## config.mk

```make
export PLATFORM = sky130hd
export DESIGN_NAME = dependency_freshness_cache_guard
export DESIGN_NICKNAME = d
export VERILOG_FILES = /design/src/rtl/dfcg_pkg.sv /design/src/rtl/dfcg_ram.sv /design/src/rtl/dfcg_fresh.sv /design/src/rtl/dependency_freshness_cache_guard.sv
export SDC_FILE = /design/constraint.sdc
export NUM_CORES = 2
export LEC_CHECK = 0
export BUFFER_PORTS_ARGS = -buffer_cell sky130_fd_sc_hd__buf_2
export CAP_MARGIN = 20
export CORE_ASPECT_RATIO = 0.5
export CORE_MARGIN = 2
export CORE_UTILIZATION = 27
export DETAILED_ROUTE_END_ITERATION = 6
export GPL_ROUTABILITY_DRIVEN = 0
export PLACE_DENSITY = 0.41
export SYNTH_ARGS = -nofsm -noshare
export SYNTH_HDL_FRONTEND = slang
export SYNTH_HIERARCHICAL = 1
export SYNTH_SLANG_ARGS = --single-unit
```

## constraint.sdc

```tcl
create_clock -name clk -period 64.1 [get_ports clk]
set_input_delay 16.025 -clock clk [delete_from_list [all_inputs] [get_ports clk]]
set_output_delay 16.025 -clock clk [all_outputs]
set_load 0.005 [all_outputs]
```

## src/rtl/dfcg_pkg.sv

```systemverilog
`default_nettype none

package dfcg_pkg;

  localparam int MAX_DEPS_DEFAULT = 8;
  localparam logic [63:0] AGE_UNBOUNDED = 64'hFFFF_FFFF_FFFF_FFFF;

  typedef enum logic [1:0] {
    FN_LOOKUP = 2'd0,
    FN_UPDATE = 2'd1,
    FN_INVAL  = 2'd2,
    FN_NONE   = 2'd3
  } func_t;

  typedef enum logic {
    ST_IDLE = 1'b0,
    ST_EXEC = 1'b1
  } state_t;

  // One stored dependency element of the signature.
  typedef struct packed {
    logic [7:0]  kind;
    logic [31:0] subject_key;
    logic [63:0] subject_rev;
    logic [31:0] dep_episode;
    logic [63:0] dep_timestamp;
    logic [63:0] max_age;
  } sig_elem_t;

  localparam int SIG_W = $bits(sig_elem_t);

endpackage

`default_nettype wire

```

## src/rtl/dfcg_ram.sv

```systemverilog
`default_nettype none

module dfcg_ram #(
  parameter int WIDTH = 8,
  parameter int DEPTH = 8,
  parameter int AW    = (DEPTH > 1) ? $clog2(DEPTH) : 1
) (
  input  wire logic             clk,
  input  wire logic             we,
  input  wire logic [AW-1:0]    waddr,
  input  wire logic [WIDTH-1:0] wdata,
  input  wire logic             re,
  input  wire logic [AW-1:0]    raddr,
  output logic      [WIDTH-1:0] rdata
);

  logic [WIDTH-1:0] mem [DEPTH];

  always_ff @(posedge clk) begin
    if (we) begin
      mem[waddr] <= wdata;
    end
    if (re) begin
      rdata <= mem[raddr];
    end
  end

endmodule

`default_nettype wire

```

## src/rtl/dfcg_fresh.sv

```systemverilog
`default_nettype none

module dfcg_fresh
  import dfcg_pkg::*;
(
  input  wire logic        clk,
  input  wire logic        en,
  input  wire logic [31:0] dep_episode,
  input  wire logic [63:0] dep_timestamp,
  input  wire logic [63:0] max_age,
  input  wire logic [31:0] now_episode,
  input  wire logic [63:0] now_timestamp,
  output logic             fresh
);

  logic [63:0] age;
  logic        fresh_next;

  // Age only matters when the stamp is not in the future, so wrap is harmless.
  assign age = now_timestamp - dep_timestamp;

  always_comb begin
    fresh_next = (dep_episode == now_episode) && (dep_timestamp <= now_timestamp) &&
                 ((max_age == AGE_UNBOUNDED) || (age <= max_age));
  end

  always_ff @(posedge clk) begin
    if (en) begin
      fresh <= fresh_next;
    end
  end

endmodule

`default_nettype wire

```

## src/rtl/dependency_freshness_cache_guard.sv

```systemverilog
// Dependency freshness cache guard.
// Request channel (req_valid / req_ready) carries one dependency element of a
// call: func selects lookup, update or invalidate, count gives the call's
// element count. The last element of a lookup or update call produces one
// response on rsp_valid / rsp_ready: hit, status (1 = update count rejected)
// and the running hit and miss totals. Invalidate gives no response.
// A request passes an accept step and a compare step: the accept edge reads the
// signature memory at the element index and evaluates freshness, then the compare
// stage compares against the read data and its commit edge writes back on update
// and loads the response register. No request is accepted until the previous one
// commits; the response shows right after the commit edge.
// When the response register is still held by a stalled receiver, a request
// that would produce a response waits in the compare stage and req_ready stays
// low until the receiver takes the older response.
// Reset clears the guard, the stored length, both totals and the call
// framing. The signature memory is not cleared; a lookup may compare against
// unwritten entries, but it cannot hit until a completed update sets the guard.
`default_nettype none

module dependency_freshness_cache_guard
  import dfcg_pkg::*;
#(
  parameter int MAX_DEPS = MAX_DEPS_DEFAULT
) (
  input  wire logic        clk,
  input  wire logic        rst,
  input  wire logic        req_valid,
  output logic             req_ready,
  input  wire logic [1:0]  func,
  input  wire logic [7:0]  count,
  input  wire logic [7:0]  kind,
  input  wire logic [31:0] subject_key,
  input  wire logic [63:0] subject_rev,
  input  wire logic [31:0] dep_episode,
  input  wire logic [63:0] dep_timestamp,
  input  wire logic [63:0] max_age,
  input  wire logic [31:0] now_episode,
  input  wire logic [63:0] now_timestamp,
  output logic             rsp_valid,
  input  wire logic        rsp_ready,
  output logic             hit,
  output logic             status,
  output logic [31:0]      hit_total,
  output logic [31:0]      miss_total
);

  localparam int AW = (MAX_DEPS > 1) ? $clog2(MAX_DEPS) : 1;
  localparam int LW = $clog2(MAX_DEPS + 1);

  state_t          state, state_next;
  logic [7:0]      element_index;
  logic            running_match;
  logic            guard_valid;
  logic [LW-1:0]   sig_length;
  logic [31:0]     hits_kept;
  logic [31:0]     misses_kept;

  func_t           func_q;
  logic [7:0]      count_q;
  sig_elem_t       elem_q;
  logic            range_q;

  sig_elem_t       elem_in;
  logic [SIG_W-1:0] rd_data;
  logic            fresh_q;
  logic            accept;
  logic            in_range;

  logic            last;
  logic            gives_rsp;
  logic            commit;
  logic            run_new;
  logic            hit_now;
  logic            upd_ok;
  logic            mem_we;

  assign accept   = req_valid && req_ready;
  assign in_range = element_index < 8'(MAX_DEPS);

  always_comb begin
    elem_in.kind          = kind;
    elem_in.subject_key   = subject_key;
    elem_in.subject_rev   = subject_rev;
    elem_in.dep_episode   = dep_episode;
    elem_in.dep_timestamp = dep_timestamp;
    elem_in.max_age       = max_age;
  end

  dfcg_ram #(
    .WIDTH (SIG_W),
    .DEPTH (MAX_DEPS),
    .AW    (AW)
  ) u_sig_ram (
    .clk   (clk),
    .we    (mem_we),
    .waddr (element_index[AW-1:0]),
    .wdata (elem_q),
    .re    (accept && in_range),
    .raddr (element_index[AW-1:0]),
    .rdata (rd_data)
  );

  dfcg_fresh u_fresh (
    .clk           (clk),
    .en            (accept),
    .dep_episode   (dep_episode),
    .dep_timestamp (dep_timestamp),
    .max_age       (max_age),
    .now_episode   (now_episode),
    .now_timestamp (now_timestamp),
    .fresh         (fresh_q)
  );

  // Capture the request; memory read and freshness run in the same edge.
  always_ff @(posedge clk) begin
    if (accept) begin
      func_q  <= func_t'(func);
      count_q <= count;
      elem_q  <= elem_in;
      range_q <= in_range;
    end
  end

  // Compare stage datapath.
  always_comb begin
    last      = ({1'b0, element_index} + 9'd1) >= {1'b0, count_q};
    gives_rsp = ((func_q == FN_LOOKUP) || (func_q == FN_UPDATE)) && last;
    commit    = (state == ST_EXEC) && (!gives_rsp || !rsp_valid || rsp_ready);
    run_new   = running_match;
    if (count_q != 8'd0) begin
      run_new = running_match && fresh_q && (!range_q || (sig_elem_t'(rd_data) == elem_q));
    end
    hit_now   = guard_valid && (count_q == 8'(sig_length)) && run_new;
    upd_ok    = (count_q != 8'd0) && (count_q <= 8'(MAX_DEPS));
    mem_we    = commit && (func_q == FN_UPDATE) && upd_ok && range_q;
  end

  always_comb begin
    state_next = state;
    unique case (state)
      ST_IDLE: begin
        if (req_valid) begin
          state_next = ST_EXEC;
        end
      end
      ST_EXEC: begin
        if (commit) begin
          state_next = ST_IDLE;
        end
      end
      default: state_next = ST_IDLE;
    endcase
  end

  always_comb begin
    req_ready = (state == ST_IDLE);
  end

  always_ff @(posedge clk) begin
    if (rst) begin
      state <= ST_IDLE;
    end else begin
      state <= state_next;
    end
  end

  // Guard, framing and totals.
  always_ff @(posedge clk) begin
    if (rst) begin
      element_index <= '0;
      running_match <= 1'b1;
      guard_valid   <= 1'b0;
      sig_length    <= '0;
      hits_kept     <= '0;
      misses_kept   <= '0;
    end else if (commit) begin
      unique case (func_q)
        FN_INVAL: begin
          guard_valid   <= 1'b0;
          sig_length    <= '0;
          element_index <= '0;
          running_match <= 1'b1;
        end
        FN_LOOKUP: begin
          if (last) begin
            element_index <= '0;
            running_match <= 1'b1;
            if (hit_now) begin
              hits_kept <= hits_kept + 32'd1;
            end else begin
              misses_kept <= misses_kept + 32'd1;
            end
          end else begin
            element_index <= element_index + 8'd1;
            running_match <= run_new;
          end
        end
        FN_UPDATE: begin
          if (upd_ok) begin
            guard_valid <= last;
          end
          if (last) begin
            element_index <= '0;
            running_match <= 1'b1;
            if (upd_ok) begin
              sig_length <= count_q[LW-1:0];
            end
          end else begin
            element_index <= element_index + 8'd1;
          end
        end
        FN_NONE: begin
        end
        default: begin
        end
      endcase
    end
  end

  // Response register: hold until taken, load at a committing last element.
  always_ff @(posedge clk) begin
    if (rst) begin
      rsp_valid <= 1'b0;
    end else if (commit && gives_rsp) begin
      rsp_valid <= 1'b1;
    end else if (rsp_ready) begin
      rsp_valid <= 1'b0;
    end
  end

  always_ff @(posedge clk) begin
    if (commit && gives_rsp) begin
      if (func_q == FN_LOOKUP) begin
        hit        <= hit_now;
        status     <= 1'b0;
        hit_total  <= hit_now ? hits_kept + 32'd1 : hits_kept;
        miss_total <= hit_now ? misses_kept : misses_kept + 32'd1;
      end else begin
        hit        <= 1'b0;
        status     <= !upd_ok;
        hit_total  <= hits_kept;
        miss_total <= misses_kept;
      end
    end
  end

endmodule

`default_nettype wire

```

# Yosys cells after proc, flatten, opt, wreduce, memory -nomap -nowiden
# Memory sizes are Yosys's and may differ from the RTL's. A register that Yosys moved wholly into a read port is not among the register bits.
# Index checks and enable logic that the tools add are counted.
# word_totals
reg_bits	422
ram_bits	2112
in_bits	374
output_inout_bits	68
word_cells	100
memories	1
# mem_list
name	words	word_bits	read_ports	rd_ports_with_merged_regs	write_ports	line_no	text
u_sig_ram.mem	8	264	1	1	1	dfcg_ram.sv:17	logic [WIDTH-1:0] mem [DEPTH];
# classes
n_addsub	5
order_cmp	5
n_eq_ne	8
muxes	22
n_bitwise	1
reduce_logical	36
# ops
cell	count
equality test 264 bit	1
less-or-equal comparator 64 bit	2
two-way mux 32 bit	4
adder 32 x 1 -> 32 bit (second input constant)	2
equality test 64 bit (second input constant)	1
subtractor 64 bit	1
equality test 32 bit	1
case mux 8 bit (2 select lines)	1
logical AND 1 bit	15
two-way mux 1 bit	10
adder 8 x 1 -> 9 bit (second input constant)	1
greater-or-equal comparator 9 x 8 -> 1 bit	1
AND reduction 3 bit	3
adder 8 x 1 -> 8 bit (second input constant)	1
equality test 8 x 4 -> 1 bit	1
less-or-equal comparator 8 x 4 -> 1 bit (second input constant)	1
< comparator 8 x 4 -> 1 bit (second input constant)	1
two-way mux 4 bit	2
two-way mux 8 bit	1
case mux 4 bit (2 select lines)	1
nonzero test 8 bit	1
nonzero test 2 bit	3
logical OR 1 bit	5
zero test 1 bit	4
other kinds (11)	13

# Logic depth before layout (Yosys ltp)
# logic_depth
depth_word	12
ltp_mapped	24
mapped_depth_nobuf	24

# By module
# Netlist, hierarchy kept.
# by_module_without_submodules
mod	instances	cells_each	area_per_inst_um2	seq_area_each_um2
dfcg_ram	1	3328	88024.4	71348.4
dependency_freshness_cache_guard	1	1426	18610.3	11841.4
dfcg_fresh	1	917	6177.2	30.0

# Worst setup path before layout
# OpenSTA, ideal clock, no wires.
# synth_path
path_kind	input to register
startpoint	input port rsp_ready
endpoint	memory u_sig_ram/mem[0][0] in the netlist's numbering (enable)
setup_ns	1.212
t_arrival_ns	34.532
required_time_ns	62.888
setup_slack_ns	28.356
cell_stages	5
n_path_buf	0
path_cell_list	nand2b_1 -> o31ai_1 -> nor4_1 -> nand2b_1 -> nor3_1
# synth_via
elab_chain_len	7
# synth_rtl
item	line_no	text
start, declared	dependency_freshness_cache_guard.sv:40	input wire logic rsp_ready,
logical OR 1 bit	dependency_freshness_cache_guard.sv:128	commit = (state == ST_EXEC) && (!gives_rsp || !rsp_valid || rsp_ready);
logical AND 1 bit	dependency_freshness_cache_guard.sv:128	
logical AND 1 bit (3 in series)	dependency_freshness_cache_guard.sv:135	mem_we = commit && (func_q == FN_UPDATE) && upd_ok && range_q;
net mem_we	dependency_freshness_cache_guard.sv:75	logic mem_we;
two-way mux 1 bit	dfcg_ram.sv:20	if (we) begin
two-way mux 1 bit (implied by the code)	dfcg_ram.sv:21	mem[waddr] <= wdata;
end, declared	dfcg_ram.sv:17	
# The timed path passes the listed nets, and every way through them passes these cells.

# Worst setup path in the final report
# layout_path
startpoint	input port rsp_ready
endpoint	memory u_sig_ram/mem[6][90] in the netlist's numbering (enable)
# The elaborated chain is that of the path after synthesis.

==> results.tsv <==
metric	value	unit
run status	finished clean	
first-pass GRT wire length	459	mm
Via density	4.60	
Post-synth top flop	edfxtp_1	
Synth top area share	72.3	%
skew final	68.4	ps
Initial Util	27.2	%
TritonCTS clock tree	built	
largest net degree at the start of global routing	95	
switch share	22.6	%
total CTS buffers	286	
Required @ worst endpoint	64630	ps
Max IR drop VDD	0.0186	mV
FILL cells	40200	
initial antenna violation count	51	
ranking of synthesized cells by area	edfxtp_1, mux4_2, mux4_1, mux2_2, xor2_1	
Core ar.	415000	um^2
DRT Pass-1 Iters	7	
Achievable Freq	0.0476	GHz
Post-CTS Resized	0	
top cell type by total area after synthesis	edfxtp_1	
post-synthesis sequential area ratio	73.8	%
Arr. time, crit path	21520	ps
root buf cell	clkbuf_16	
TNS Setup	0	ps
logic gate share of total power	5.3	%
Final Util	31.5	%
nets	6819	
share of cells above drive strength 1	24.8	%
YS warnings	6	
Setup crit start kind	input port	
worst hold slack	489	ps
switching power	0.000887	W
clk_lat worst skew	910	ps
RSZ-0062 raised after global routing	false	
final setup fails	0	
post-CTS setup buffers	0	
grt ovf	0	
final period utilization	32.7	%
flip-flop and latch area	83200	um^2
Slew headroom	17.0	%
Crit. End Element	flip-flop	
Crit Path Class	input port to flip-flop	
post-synth cell types	78	
final hold vios	0	
area grow syn2layout	15.8	%
DR vias	55700	
Initial DRC Count	4845	
Die ar.	423000	um^2
Clk pwr share	41.9	%
I/O pin cnt	442	
Die Span Y	461	um
gr usage total	15.2	%
# rows	167	
CP Max Fanout	43	
Max-cap violations	0	
#FFs+latches synth	2798	
pwr dens	30.0	nW/um^2
drt drc	0	
Detail Route Antenna Nets	0	
Synth Instances	5671	
Post-synth EDFFs	2718	
synthesized area	113000	um^2
Final Max Slew Viols	0	
clock tree buffer depth	4	
Worst Tran Pin Value	1240	ps
number of hold buffers added after CTS	0	
worst min-delay path class	flip-flop to flip-flop	
WL/cell	27.4	um
Internal	0.00303	W
Synth Net Count	6185	
Flop pwr share	52.8	%
Post-DP HPWL	206	mm
# port buffers	441	
# clock sinks	2798	
DRT Wirelength	331	mm
htree depth	5	
leakage	41.8	nW
most instantiated cells after synthesis	edfxtp_1, mux4_2, mux2_2	
multi-input logic area	27800	um^2
Async SR Flop Fraction	0	%
Die X	918	um
CTS clk-pin slew, worst paths	60	ps
min cycle time layout	20990	ps
number of global-route vias before repair	56600	
leading cell type by number of instances after synthesis	edfxtp_1	
Syn Area/Cell	19.9	um^2
[worst max-delay path, stage by stage]
cell      delay [ps]
buf_2             80
nand2b_1         300
o31ai_1          130
buf_4            190
nor4_1           800
nand2_1          440
nor2_4           700
buf_4            600
buf_4            730
buf_4            680
buf_4            620
[worst paths after layout]
| path | from | end | slack, ps | cells after the start |
|---|---|---|---|---|
| max | rsp_ready | u_sig_ram/mem[6][90] | 43110 | 11 |
| max reg2reg | element_index[2] | u_sig_ram/mem[6][90] | 55650 | 16 |
| min reg2reg | hits_kept[30] | hits_kept[30] | 490 | 2 |
| min | hits_kept[30] | hits_kept[30] | 490 | 2 |
[flip-flops by register name (all words and copies together), names as in the netlist, 2 cells and up]
register	count
miss_total	32
element_index	8
elem_q	264
hits_kept	32
u_sig_ram/rdata	264
sig_length	4
misses_kept	32
func_q	2
hit_total	32
u_sig_ram/mem	2112
count_q	8
[cell type report]
class,instances,share of cell area [%]
flip-flops and latches,2798,63.7
multi-input cells,2494,21.3
clock buffers,349,5.76
well taps,5577,5.34
repair buffers,563,2.47
clock inverters,145,0.994
inverters,162,0.465
diodes,8,0.0153
[layout by cell type (no fill, tap or decap), types with 11 or more instances in the layout]
cell and count:
and4_1 12, a21o_1 62, clkinv_1 59, edfxtp_1 2718, buf_4 114, mux4_2 340, inv_1 162, nor3_1 34
nand2_1 135, bufinv_16 21, a21oi_1 146, nand3_1 43, mux2_2 276, clkbuf_16 292, mux4_1 188, nand2b_1 11
o31ai_1 25, o21bai_1 16, o21ai_0 72, clkinv_2 41, clkbuf_1 56, nor2_1 125, ha_1 139, inv_6 12
or3_1 36, and3_1 16, xnor2_1 206, xor2_1 222, nor4_1 70, dfxtp_1 77, nand4_1 104, or4_1 30
nor2b_1 30, o21ai_1 12, and2_1 12, buf_2 441
[power groups by stage]
stage / sequential [W] / combinational, W / clock [W]
floorplan: 0.00210 / 0.000119 / 0
global placement: 0.00211 / 0.000213 / 0
detailed placement: 0.00211 / 0.000212 / 0
CTS: 0.00207 / 0.000213 / 0.00170
global route: 0.00207 / 0.000223 / 0.00177
finish: 0.00207 / 0.000208 / 0.00164
[per-layer routing]
metal | vias up | routed length, um | track usage (%)
met5 | - | 8 | 0
met4 | 2 | 6930 | 3.25
met3 | 378 | 11700 | 1.96
met2 | 1070 | 158000 | 25.1
met1 | 29900 | 155000 | 21.5
li1 | 24400 | - | -
[cell families after synthesis]
group,count (synthesis),share of synthesized area (%)
buffers and inverters,379,1.71
adders and majority gates,140,1.56
muxes,807,13.9
AOI/OAI and AO/OA,406,2.29
and+or+nand+nor,712,3.39
DFF,2798,73.8
xor gates and xnor gates,429,3.33
[metrics by stage]
step	instances	instance area, um^2	total power [W]	setup WS (ps)
finish	12100	131000	0.00392	43110
global route	12100	131000	0.00406	42740
CTS	12100	131000	0.00398	42930
detailed placement	11600	122000	0.00232	41960
global placement	11600	122000	0.00232	41970
floorplan	5671	113000	0.00222	28360
Note: power is estimated with default switching activity, not from simulation.
